File: src/hw/rtl/clipped_rle_sprite_blitter_top_macros.svh
// assertion macros used by the rtl top
`ifndef CLIPPED_RLE_SPRITE_BLITTER_TOP_MACROS_SVH
`define CLIPPED_RLE_SPRITE_BLITTER_TOP_MACROS_SVH

`ifndef NO_ASSERTIONS

// condition implies consequence in the same cycle
`define CRSB_ASSERT_SAME(label, clk, rst, cond, cons) \
  label: assert property (@(posedge clk) disable iff (rst) (cond) |-> (cons)) \
    else $error("assertion failed: same-cycle check");

// condition implies consequence in the next cycle
`define CRSB_ASSERT_NEXT(label, clk, rst, cond, cons) \
  label: assert property (@(posedge clk) disable iff (rst) (cond) |=> (cons)) \
    else $error("assertion failed: next-cycle check");

`else

`define CRSB_ASSERT_SAME(label, clk, rst, cond, cons)
`define CRSB_ASSERT_NEXT(label, clk, rst, cond, cons)

`endif

`endif

File: src/hw/rtl/crsb_pkg.sv
package crsb_pkg;

  localparam int MAX_DIM_DEF = 1024;

  localparam int CFG_IDX_W = 3;
  localparam int CFG_DATA_W = 10;

  localparam logic [CFG_IDX_W-1:0] REG_SPRITE_WIDTH = 3'd0;
  localparam logic [CFG_IDX_W-1:0] REG_CLIP_LEFT    = 3'd1;
  localparam logic [CFG_IDX_W-1:0] REG_CLIP_RIGHT   = 3'd2;
  localparam logic [CFG_IDX_W-1:0] REG_ROW_FIRST    = 3'd3;
  localparam logic [CFG_IDX_W-1:0] REG_ROW_LAST     = 3'd4;
  localparam logic [CFG_IDX_W-1:0] REG_DRAW_MODE    = 3'd5;
  localparam logic [CFG_IDX_W-1:0] REG_PAINT_COLOR  = 3'd6;

  localparam logic [1:0] MODE_COPY   = 2'd0;
  localparam logic [1:0] MODE_SOLID  = 2'd1;
  localparam logic [1:0] MODE_FILLED = 2'd2;

  localparam logic [1:0] PH_SKIP = 2'd0;
  localparam logic [1:0] PH_RUN  = 2'd1;
  localparam logic [1:0] PH_PIX  = 2'd2;

  localparam logic KIND_PIXEL = 1'b0;
  localparam logic KIND_SPAN  = 1'b1;

  typedef struct packed {
    logic [9:0] sprite_width;
    logic [9:0] clip_left;
    logic [9:0] clip_right;
    logic [9:0] row_first;
    logic [9:0] row_last;
    logic [1:0] draw_mode;
    logic [7:0] paint_color;
  } cfg_t;

  typedef struct packed {
    logic       kind;
    logic [9:0] row;
    logic [9:0] column;
    logic [7:0] length;
    logic [7:0] value;
  } wr_t;

endpackage

File: src/hw/rtl/clipped_rle_sprite_blitter_top.sv
// channel  | direction | handshake                  | payload
// code     | in        | code_valid / code_ready    | code_byte
// write    | out       | write_valid / write_ready  | write_kind, pixel_row, pixel_column,
//          |           |                            | span_length, pixel_value
// cfg      | in        | cfg_valid / cfg_ready      | cfg_index, cfg_data
//
// one code byte per cycle while writes are not stalled; a byte is held in the input
// register, and its write, if any, is loaded into the output register when its decode step moves
// the decode step moves only when the output register is empty or being drained
// a stalled write holds a full input register, and code_ready is low meanwhile
// rst clears the decode state and loads the register reset values

`include "clipped_rle_sprite_blitter_top_macros.svh"

module clipped_rle_sprite_blitter_top
  import crsb_pkg::*;
#(
  parameter int MAX_DIM = MAX_DIM_DEF
) (
  input  logic                  clk,
  input  logic                  rst,
  input  logic                  code_valid,
  output logic                  code_ready,
  input  logic [7:0]            code_byte,
  output logic                  write_valid,
  input  logic                  write_ready,
  output logic                  write_kind,
  output logic [9:0]            pixel_row,
  output logic [9:0]            pixel_column,
  output logic [7:0]            span_length,
  output logic [7:0]            pixel_value,
  input  logic                  cfg_valid,
  output logic                  cfg_ready,
  input  logic [CFG_IDX_W-1:0]  cfg_index,
  input  logic [CFG_DATA_W-1:0] cfg_data
);

  cfg_t       cfg;
  logic       hold;
  logic [7:0] hold_byte;
  logic       advance;
  logic       emit;
  wr_t        wr;
  wr_t        out_wr;

  assign cfg_ready  = 1'b1;
  assign advance    = hold && (!write_valid || write_ready);
  assign code_ready = !hold || advance;

  always_ff @(posedge clk) begin
    if (rst) begin
      cfg.sprite_width <= 10'd1;
      cfg.clip_left    <= 10'd0;
      cfg.clip_right   <= 10'd1023;
      cfg.row_first    <= 10'd0;
      cfg.row_last     <= 10'd1023;
      cfg.draw_mode    <= MODE_COPY;
      cfg.paint_color  <= 8'd0;
    end else if (cfg_valid) begin
      unique case (cfg_index)
        REG_SPRITE_WIDTH: cfg.sprite_width <= cfg_data;
        REG_CLIP_LEFT:    cfg.clip_left    <= cfg_data;
        REG_CLIP_RIGHT:   cfg.clip_right   <= cfg_data;
        REG_ROW_FIRST:    cfg.row_first    <= cfg_data;
        REG_ROW_LAST:     cfg.row_last     <= cfg_data;
        REG_DRAW_MODE:    cfg.draw_mode    <= cfg_data[1:0];
        REG_PAINT_COLOR:  cfg.paint_color  <= cfg_data[7:0];
        default: begin
        end
      endcase
    end
  end

  // input register
  always_ff @(posedge clk) begin
    if (rst) begin
      hold <= 1'b0;
    end else if (code_ready) begin
      hold <= code_valid;
    end
  end

  always_ff @(posedge clk) begin
    if (code_valid && code_ready) begin
      hold_byte <= code_byte;
    end
  end

  crsb_decoder #(
    .MAX_DIM(MAX_DIM)
  ) u_decoder (
    .clk (clk),
    .rst (rst),
    .step(advance),
    .code(hold_byte),
    .cfg (cfg),
    .emit(emit),
    .wr  (wr)
  );

  // result register
  always_ff @(posedge clk) begin
    if (rst) begin
      write_valid <= 1'b0;
    end else if (!write_valid || write_ready) begin
      write_valid <= advance && emit;
    end
  end

  always_ff @(posedge clk) begin
    if (advance && emit) begin
      out_wr <= wr;
    end
  end

  assign write_kind   = out_wr.kind;
  assign pixel_row    = out_wr.row;
  assign pixel_column = out_wr.column;
  assign span_length  = out_wr.length;
  assign pixel_value  = out_wr.value;

  `CRSB_ASSERT_SAME(a_stall_blocks_input, clk, rst, hold && write_valid && !write_ready, !code_ready)
  `CRSB_ASSERT_SAME(a_pixel_len_one, clk, rst, write_valid && (write_kind == KIND_PIXEL), span_length == 8'd1)
  `CRSB_ASSERT_SAME(a_span_color, clk, rst, write_valid && (write_kind == KIND_SPAN), pixel_value == cfg.paint_color)
  `CRSB_ASSERT_NEXT(a_step_loads_out, clk, rst, advance && emit, write_valid)

endmodule

File: src/hw/rtl/crsb_decoder.sv
module crsb_decoder
  import crsb_pkg::*;
#(
  parameter int MAX_DIM = MAX_DIM_DEF
) (
  input  logic       clk,
  input  logic       rst,
  input  logic       step,
  input  logic [7:0] code,
  input  cfg_t       cfg,
  output logic       emit,
  output wr_t        wr
);

  localparam int ROW_W = $clog2(MAX_DIM);
  localparam int CMP_W = (ROW_W > 10) ? ROW_W : 10;
  localparam logic [ROW_W-1:0] ROW_MAX = ROW_W'(MAX_DIM - 1);

  logic [1:0]       phase;
  logic [1:0]       phase_next;
  logic [9:0]       column;
  logic [9:0]       column_next;
  logic [7:0]       run_left;
  logic [7:0]       run_left_next;
  logic [ROW_W-1:0] row;
  logic [ROW_W-1:0] row_next;

  logic [CMP_W-1:0] row_ext;
  logic             row_vis;
  logic             in_width;
  logic [9:0]       col_inc;
  logic [7:0]       run_dec;
  logic [10:0]      sum;
  logic [9:0]       stop;
  logic [9:0]       lo;
  logic [9:0]       hi;
  logic [9:0]       span;
  logic [ROW_W-1:0] row_wrap;

  assign row_ext  = CMP_W'(row);
  assign row_vis  = (row_ext >= CMP_W'(cfg.row_first)) && (row_ext <= CMP_W'(cfg.row_last));
  assign in_width = column < cfg.sprite_width;
  assign col_inc  = in_width ? column + 10'd1 : column;
  assign run_dec  = run_left - 8'd1;
  assign sum      = {1'b0, column} + {3'b000, code};
  assign stop     = (sum > {1'b0, cfg.sprite_width}) ? cfg.sprite_width : sum[9:0];
  assign lo       = (column > cfg.clip_left) ? column : cfg.clip_left;
  assign hi       = ((stop - 10'd1) > cfg.clip_right) ? cfg.clip_right : stop - 10'd1;
  assign span     = hi - lo + 10'd1;
  assign row_wrap = (row == ROW_MAX) ? '0 : row + ROW_W'(1);

  always_comb begin
    phase_next    = phase;
    column_next   = column;
    run_left_next = run_left;
    row_next      = row;
    emit          = 1'b0;
    wr.kind       = KIND_PIXEL;
    wr.row        = row_ext[9:0];
    wr.column     = column;
    wr.length     = 8'd1;
    wr.value      = (cfg.draw_mode == MODE_SOLID) ? cfg.paint_color : code;
    unique case (phase)
      PH_RUN: begin
        if (code == 8'd0) begin
          phase_next = PH_SKIP;
        end else begin
          run_left_next = code;
          phase_next    = PH_PIX;
        end
      end
      PH_PIX: begin
        emit = in_width && row_vis && (column >= cfg.clip_left) &&
               (column <= cfg.clip_right);
        column_next   = col_inc;
        run_left_next = run_dec;
        if (run_dec == 8'd0) begin
          if (col_inc >= cfg.sprite_width) begin
            column_next = '0;
            row_next    = row_wrap;
            phase_next  = PH_SKIP;
          end else begin
            phase_next = PH_SKIP;
          end
        end
      end
      default: begin
        // skip byte, with an optional clipped fill span
        wr.kind   = KIND_SPAN;
        wr.column = lo;
        wr.length = span[7:0];
        wr.value  = cfg.paint_color;
        emit = (cfg.draw_mode == MODE_FILLED) && (code != 8'd0) && row_vis &&
               (stop > column) && (lo <= hi);
        if (stop >= cfg.sprite_width) begin
          column_next = '0;
          row_next    = row_wrap;
          phase_next  = PH_SKIP;
        end else begin
          column_next = stop;
          phase_next  = PH_RUN;
        end
      end
    endcase
  end

  always_ff @(posedge clk) begin
    if (rst) begin
      phase    <= PH_SKIP;
      column   <= '0;
      run_left <= '0;
      row      <= '0;
    end else if (step) begin
      phase    <= phase_next;
      column   <= column_next;
      run_left <= run_left_next;
      row      <= row_next;
    end
  end

endmodule

File: config.mk
export PLATFORM = sky130hd
export DESIGN_NAME = clipped_rle_sprite_blitter_top
export DESIGN_NICKNAME = d
export VERILOG_FILES = /design/src/hw/rtl/crsb_pkg.sv /design/src/hw/rtl/clipped_rle_sprite_blitter_top.sv /design/src/hw/rtl/crsb_decoder.sv
export VERILOG_INCLUDE_DIRS = /design/src /design/src/hw/rtl
export SDC_FILE = /design/constraint.sdc
export NUM_CORES = 1
export LEC_CHECK = 0
export BUFFER_PORTS_ARGS = -buffer_cell sky130_fd_sc_hd__buf_2
export CAP_MARGIN = 30
export CELL_PAD_IN_SITES_DETAIL_PLACEMENT = 0
export CELL_PAD_IN_SITES_GLOBAL_PLACEMENT = 1
export CORE_UTILIZATION = 51
export DETAILED_ROUTE_END_ITERATION = 7
export PLACE_DENSITY = 0.92
export REMOVE_ABC_BUFFERS = 1
export SKIP_CTS_REPAIR_TIMING = 1
export SLEW_MARGIN = 20
export SYNTH_ARGS = -nofsm -noshare
export SYNTH_HDL_FRONTEND = slang
export SYNTH_SLANG_ARGS = --single-unit
export TNS_END_PERCENT = 10
File: constraint.sdc
create_clock -name clk -period 28.6 [get_ports clk]
set_clock_uncertainty 0.2 [all_clocks]
set_input_delay 5.72 -clock clk [delete_from_list [all_inputs] [get_ports clk]]
set_output_delay 5.72 -clock clk [all_outputs]
set_load 0.005 [all_outputs]
# Yosys cells after proc, flatten, opt, wreduce, memory -nomap -nowiden
# Cells that the tools add are included.
# word_totals
out_inout_bits,40
inputBits,26
reg_bits,137
elab_cells,109
# op_classes
n_lt_le_gt_ge,12
eq_ne,14
addsub,7
muxes,23
reduce_logical,33
bitwise_logic,1
# op_table
op,count
2-to-1 mux 10 bit,11
>= comparator 10 bit,4
case mux 10 bit (2 select lines),2
> comparator 10 bit,3
<= comparator 10 bit,3
2-to-1 mux 26 bit,1
"adder 10 x 1 -> 10 bit, second input constant",2
AND reduction 2 bit,9
zero test 8 bit,2
2-to-1 mux 8 bit,2
case mux 8 bit (2 select lines),1
adder 10 x 8 -> 11 bit,1
> comparator 11 x 10 -> 1 bit,1
logical AND 1 bit,11
"== test 10 bit, second input constant",1
< comparator 10 bit,1
"subtractor 10 x 1 -> 10 bit, second input constant",1
"== test 3 bit, second input constant",3
"adder 8 x 1 -> 8 bit, second input constant",1
nonzero test 8 bit,1
"subtractor 8 x 1 -> 8 bit, second input constant",1
subtractor 8 bit,1
"== test 3 x 2 -> 1 bit, second input constant",2
AND reduction 5 bit,1
16 further kinds,24

# Depth between registers and ports, before layout
# depth
word_depth,10
mapped_depth,40

# Hierarchy
# Synthesis repeated with hierarchy kept, for this count alone.
# unflattened
hier_cells,1087
area_unflattened_um2,9924.5
# by_module_without_submodules
module,cells_each,n_inst,area_each_um2
crsb_decoder,807,1,6097.1
clipped_rle_sprite_blitter_top,280,1,3827.4

# Worst setup path after synthesis
# OpenSTA, ideal clock, no wires.
# synth_path
path_type,input-to-output
start,input port write_ready
end,output port code_ready
slack_ns,16.719
cell_stages,2
arrival_ns,5.961
t_required_ns,22.680
path_buffers,0
cell_sequence,nor2b_1 nand2_1
# synth_between
elab_chain_cells,3
# synth_lines
item,line_no,source
from (decl),clipped_rle_sprite_blitter_top.sv:26,"input logic write_ready,"
logical OR 1 bit,clipped_rle_sprite_blitter_top.sv:47,assign advance = hold && (!write_valid || write_ready);
logical AND 1 bit,clipped_rle_sprite_blitter_top.sv:47,
logical OR 1 bit,clipped_rle_sprite_blitter_top.sv:48,assign code_ready = !hold || advance;
to (decl),clipped_rle_sprite_blitter_top.sv:23,"output logic code_ready,"
# Every way passes these cells.

# Final worst setup path
# Ends and elaborated chain as after synthesis.

==> results.py <==
metrics = {
    "timing": {
        "grt_setup_unrepaired": "false",
        "max_freq_mhz": 82.3,
        "drv_slew": 0,
        "final_setup_violation_count": 0,
        "tightest_slew_ps": 959,
        "slew_headroom": 0.361,
        "final.setup.tns_ps": 0,
        "final.min_clock_period_ps": 12150,
        "hold_violations": 0,
        "post-route-period-util": 0.425,
    },
    "worst_hold_path": {
        "hold-path-cell-count": 2,
        "hold_path_startpoint": "cfg[23]",
        "min_delay_worst_type": "reg -> reg",
        "min_to": "cfg[23]",
    },
    "final_layout": {
        "final_cell_count_no_fill": 1358,
        "nets": 1281,
        "num_antenna_cells": 0,
        "fill_cells": 1575,
        "final_core_utilization": 0.592,
        "register_area_um2": 3190,
        "layout-drive-gt1-share": 0.136,
        "multi_input_area_um2": 5830,
        "area_growth_syn_to_layout_pct": 12.6,
    },
    "die": {
        "ios": 66,
        "core_um2": 18100,
        "total_die_area_um2": 19200,
        "overall_die_width_um": 139,
        "initial_utilization": 0.525,
        "placement_rows": 49,
        "fp.dieH_um": 139,
    },
    "worst_setup_path": {
        "rr_endpoint": "pixel_column[9]",
        "worst_ep_arrival_time_ps": 6230,
        "critical_path.startpoint": "write_ready",
        "critical_path.reg2reg.startpoint": "hold_byte[0]",
        "critPathTopFamily": "simple AND/OR/NAND/NOR gates",
        "critical_path.cell_chain": "buf_2, nor2b_1, nand2_1, buf_2",
        "path_max_fanout": 3,
        "end_kind": "output port",
        "timing.critical_path.from_type": "primary input",
        "reg2regPathDepth": 34,
        "timing_worst_setup_path_type": "in -> out",
        "critical_path.n_buffers_inverters": 2,
        "timing.critical_path.slowest_stage_cell": "nor2b_1",
        "slowest_delay_ps": 180,
        "worst-endpoint-required_ps": 22680,
        "critPathMostFrequentCell": "buf_2",
        "reg2reg_slack_ps": 19660,
    },
    "synthesis": {
        "netlist_top_cells_count": "ha_1, nand2_1, dfxtp_1",
        "postSynthRegisterBits": 137,
        "synth-edff-count": 45,
        "ys_top_cells_by_area": "dfxtp_1, ha_1, edfxtp_1, a21oi_1, nand2_1",
        "largest_area_contributor_in_the_synthesized_netlist": "dfxtp_1",
        "synth.avg_cell_area_um2": 9.02,
        "netlist_area_um2": 9500,
        "yosysSeqAreaShare": 0.336,
        "synthesis.instances": 1054,
        "synth.top_cell.area_share": 0.194,
        "dominant_cell_by_count_in_the_synthesized_netlist": "ha_1",
        "synth.yosys.warnings": 0,
        "yosysUniqueCellTypes": 68,
        "postSynth.asyncResetShare": 0,
        "synth_flop_cell": "dfxtp_1",
    },
    "detailed_routing": {
        "route.antenna.remaining_nets": 0,
        "dr.first_iter.drc_count": 652,
        "detail_route.vias_per_cell": 5.86,
        "drc": 6,
        "routed_wirelength_mm": 24.7,
        "via_count": 7955,
        "drt_pre_antenna_iters": 7,
        "avgRoutedWirePerCell_um": 18.2,
    },
    "power_and_ir_drop": {
        "share_clk_of_total_power": 0.262,
        "share_seq_of_total_power": 0.259,
        "internal_power_mw": 0.550,
        "power_switching_share": 0.381,
        "ir_drop_uv": 57.3,
        "power.switching_mw": 0.339,
        "leakage_power_nw": 4.76,
        "share_comb_of_total_power": 0.479,
        "p_total_mw": 0.889,
        "power.density_cell_area_nw_per_um2": 83.1,
    },
    "grt": {
        "grt_pass1_wl_mm": 39.0,
        "pin_count_of_the_biggest_net_entering_global_routing": 87,
        "vias_in_the_first_global_route": 7397,
        "antenna_found_initial": 0,
        "grt_overflow_total": 0,
        "grt.total_usage": 0.262,
    },
    "clock_tree": {
        "clk_pin_slew_ps": 60,
        "cts_tree": "yes",
        "clk-insertion-delay-late_ps": 430,
        "cts.sink_count": 137,
        "ctsHtreeMaxLevel": 4,
        "clock_root_buffer": "clkbuf_16",
        "tritoncts.num_buffers": 17,
        "cts_max_path_buffers": 2,
    },
    "flow_run": {
        "drv.max_cap_violation_count": 0,
    },
    "run_status": {
        "result_of_the_run": "complete, but fails checks",
        "violations_in_the_final_reports": "design-rule violations",
    },
    "placement": {
        "dp_cells": 1324,
        "gp_congestion": 0.932,
        "port-buffer-count": 64,
        "hpwlAfterDp_mm": 18.5,
    },
}
## registers in the layout, indices dropped and copies added, names as in the netlist, 2 cells and up
name	flops
cfg	60
hold_byte	8
pixel_column	10
pixel_row	10
pixel_value	8
span_length	8
u_decoder.column	10
u_decoder.phase	2
u_decoder.row	10
u_decoder.run_left	8
## cells in the final DEF (no fill, tap or decap), types with 4 or more instances in the layout
master and count:
nand3_1 20, nand2_1 112, ha_1 136, xnor2_1 23, and2_1 10, edfxtp_1 45, and3_1 9, buf_4 11
nand2b_1 10, inv_1 90, a21oi_1 89, a221oi_1 9, or4_1 4, nor2_1 75, nand4_1 21, nor3_1 13
mux2i_1 21, a31oi_1 6, buf_2 65, nand3b_1 4, clkbuf_16 17, inv_6 5, mux2_2 23, dfxtp_1 92
a211oi_1 10, xor2_1 16, nor2b_1 15, o211ai_1 12, a21o_1 31, o21ai_0 26, o21a_1 5, a211o_1 22
## cells by family (layout without fill, tap and decap cells)
| group | count (synthesis) | count (layout) | share of synthesized area |
|---|---|---|---|
| xor+xnor | 40 | 40 | 0.0377 |
| buf+inv | 126 | 201 | 0.0520 |
| flops | 137 | 137 | 0.336 |
| simple gates | 318 | 318 | 0.161 |
| fa+ha+maj | 139 | 139 | 0.185 |
| mux | 44 | 44 | 0.0494 |
| other cells | 1 | 1 | 0.000395 |
| compound gates | 249 | 249 | 0.178 |
## layer usage
metal | up-vias | track usage | part of all wire
met5 | - | 0 | 0
met4 | 0 | 0.109 | 0.026
met3 | 41 | 0.0461 | 0.061
met2 | 248 | 0.421 | 0.46
met1 | 3742 | 0.349 | 0.45
li1 | 3924 | - | -
## final cells by class
type                       count  share of cell area
tap                          229              0.0268
inverter                      91              0.0319
multi-input combinational    791               0.545
sequential                   137               0.298
timing repair buffer          78              0.0407
clock buffer                  18              0.0401
clock inverter                14              0.0172
## metrics by stage
stage,hold WS (ps),area [um2],setup WS (ps)
floorplan,228,9350,16720
global placement,242,10100,16490
detailed placement,247,10100,16450
CTS,257,10700,16450
global route,283,10700,16420
finish,256,10700,16450
## power by group through the flow
stage | sequential (mW) | combinational (mW) | clock (mW)
after floorplan | 0.232 | 0.317 | 0
after global placement | 0.234 | 0.407 | 0
after detailed placement | 0.234 | 0.416 | 0
after CTS | 0.230 | 0.420 | 0.236
after global routing | 0.231 | 0.469 | 0.244
final | 0.230 | 0.426 | 0.233
## worst max path at each step
stage / endpoint / depth (start not counted)
6_report: code_ready / 4
5_1_grt: code_ready / 4
4_1_cts: code_ready / 4
3_5_place_dp: code_ready / 4
3_3_place_gp: code_ready / 4
2_1_floorplan: code_ready / 2
## worst register-to-register path: cells and delay by family (launching register included)
family,cells,cell delay [ps]
AOI/OAI and AO/OA,14,2510
muxes,2,790
and+or+nand+nor,6,1210
xor gates and xnor gates,1,270
DFF,1,480
buffers and inverters,4,860
adders and majority gates,7,2210
Note: power is estimated with default switching activity, not from simulation.
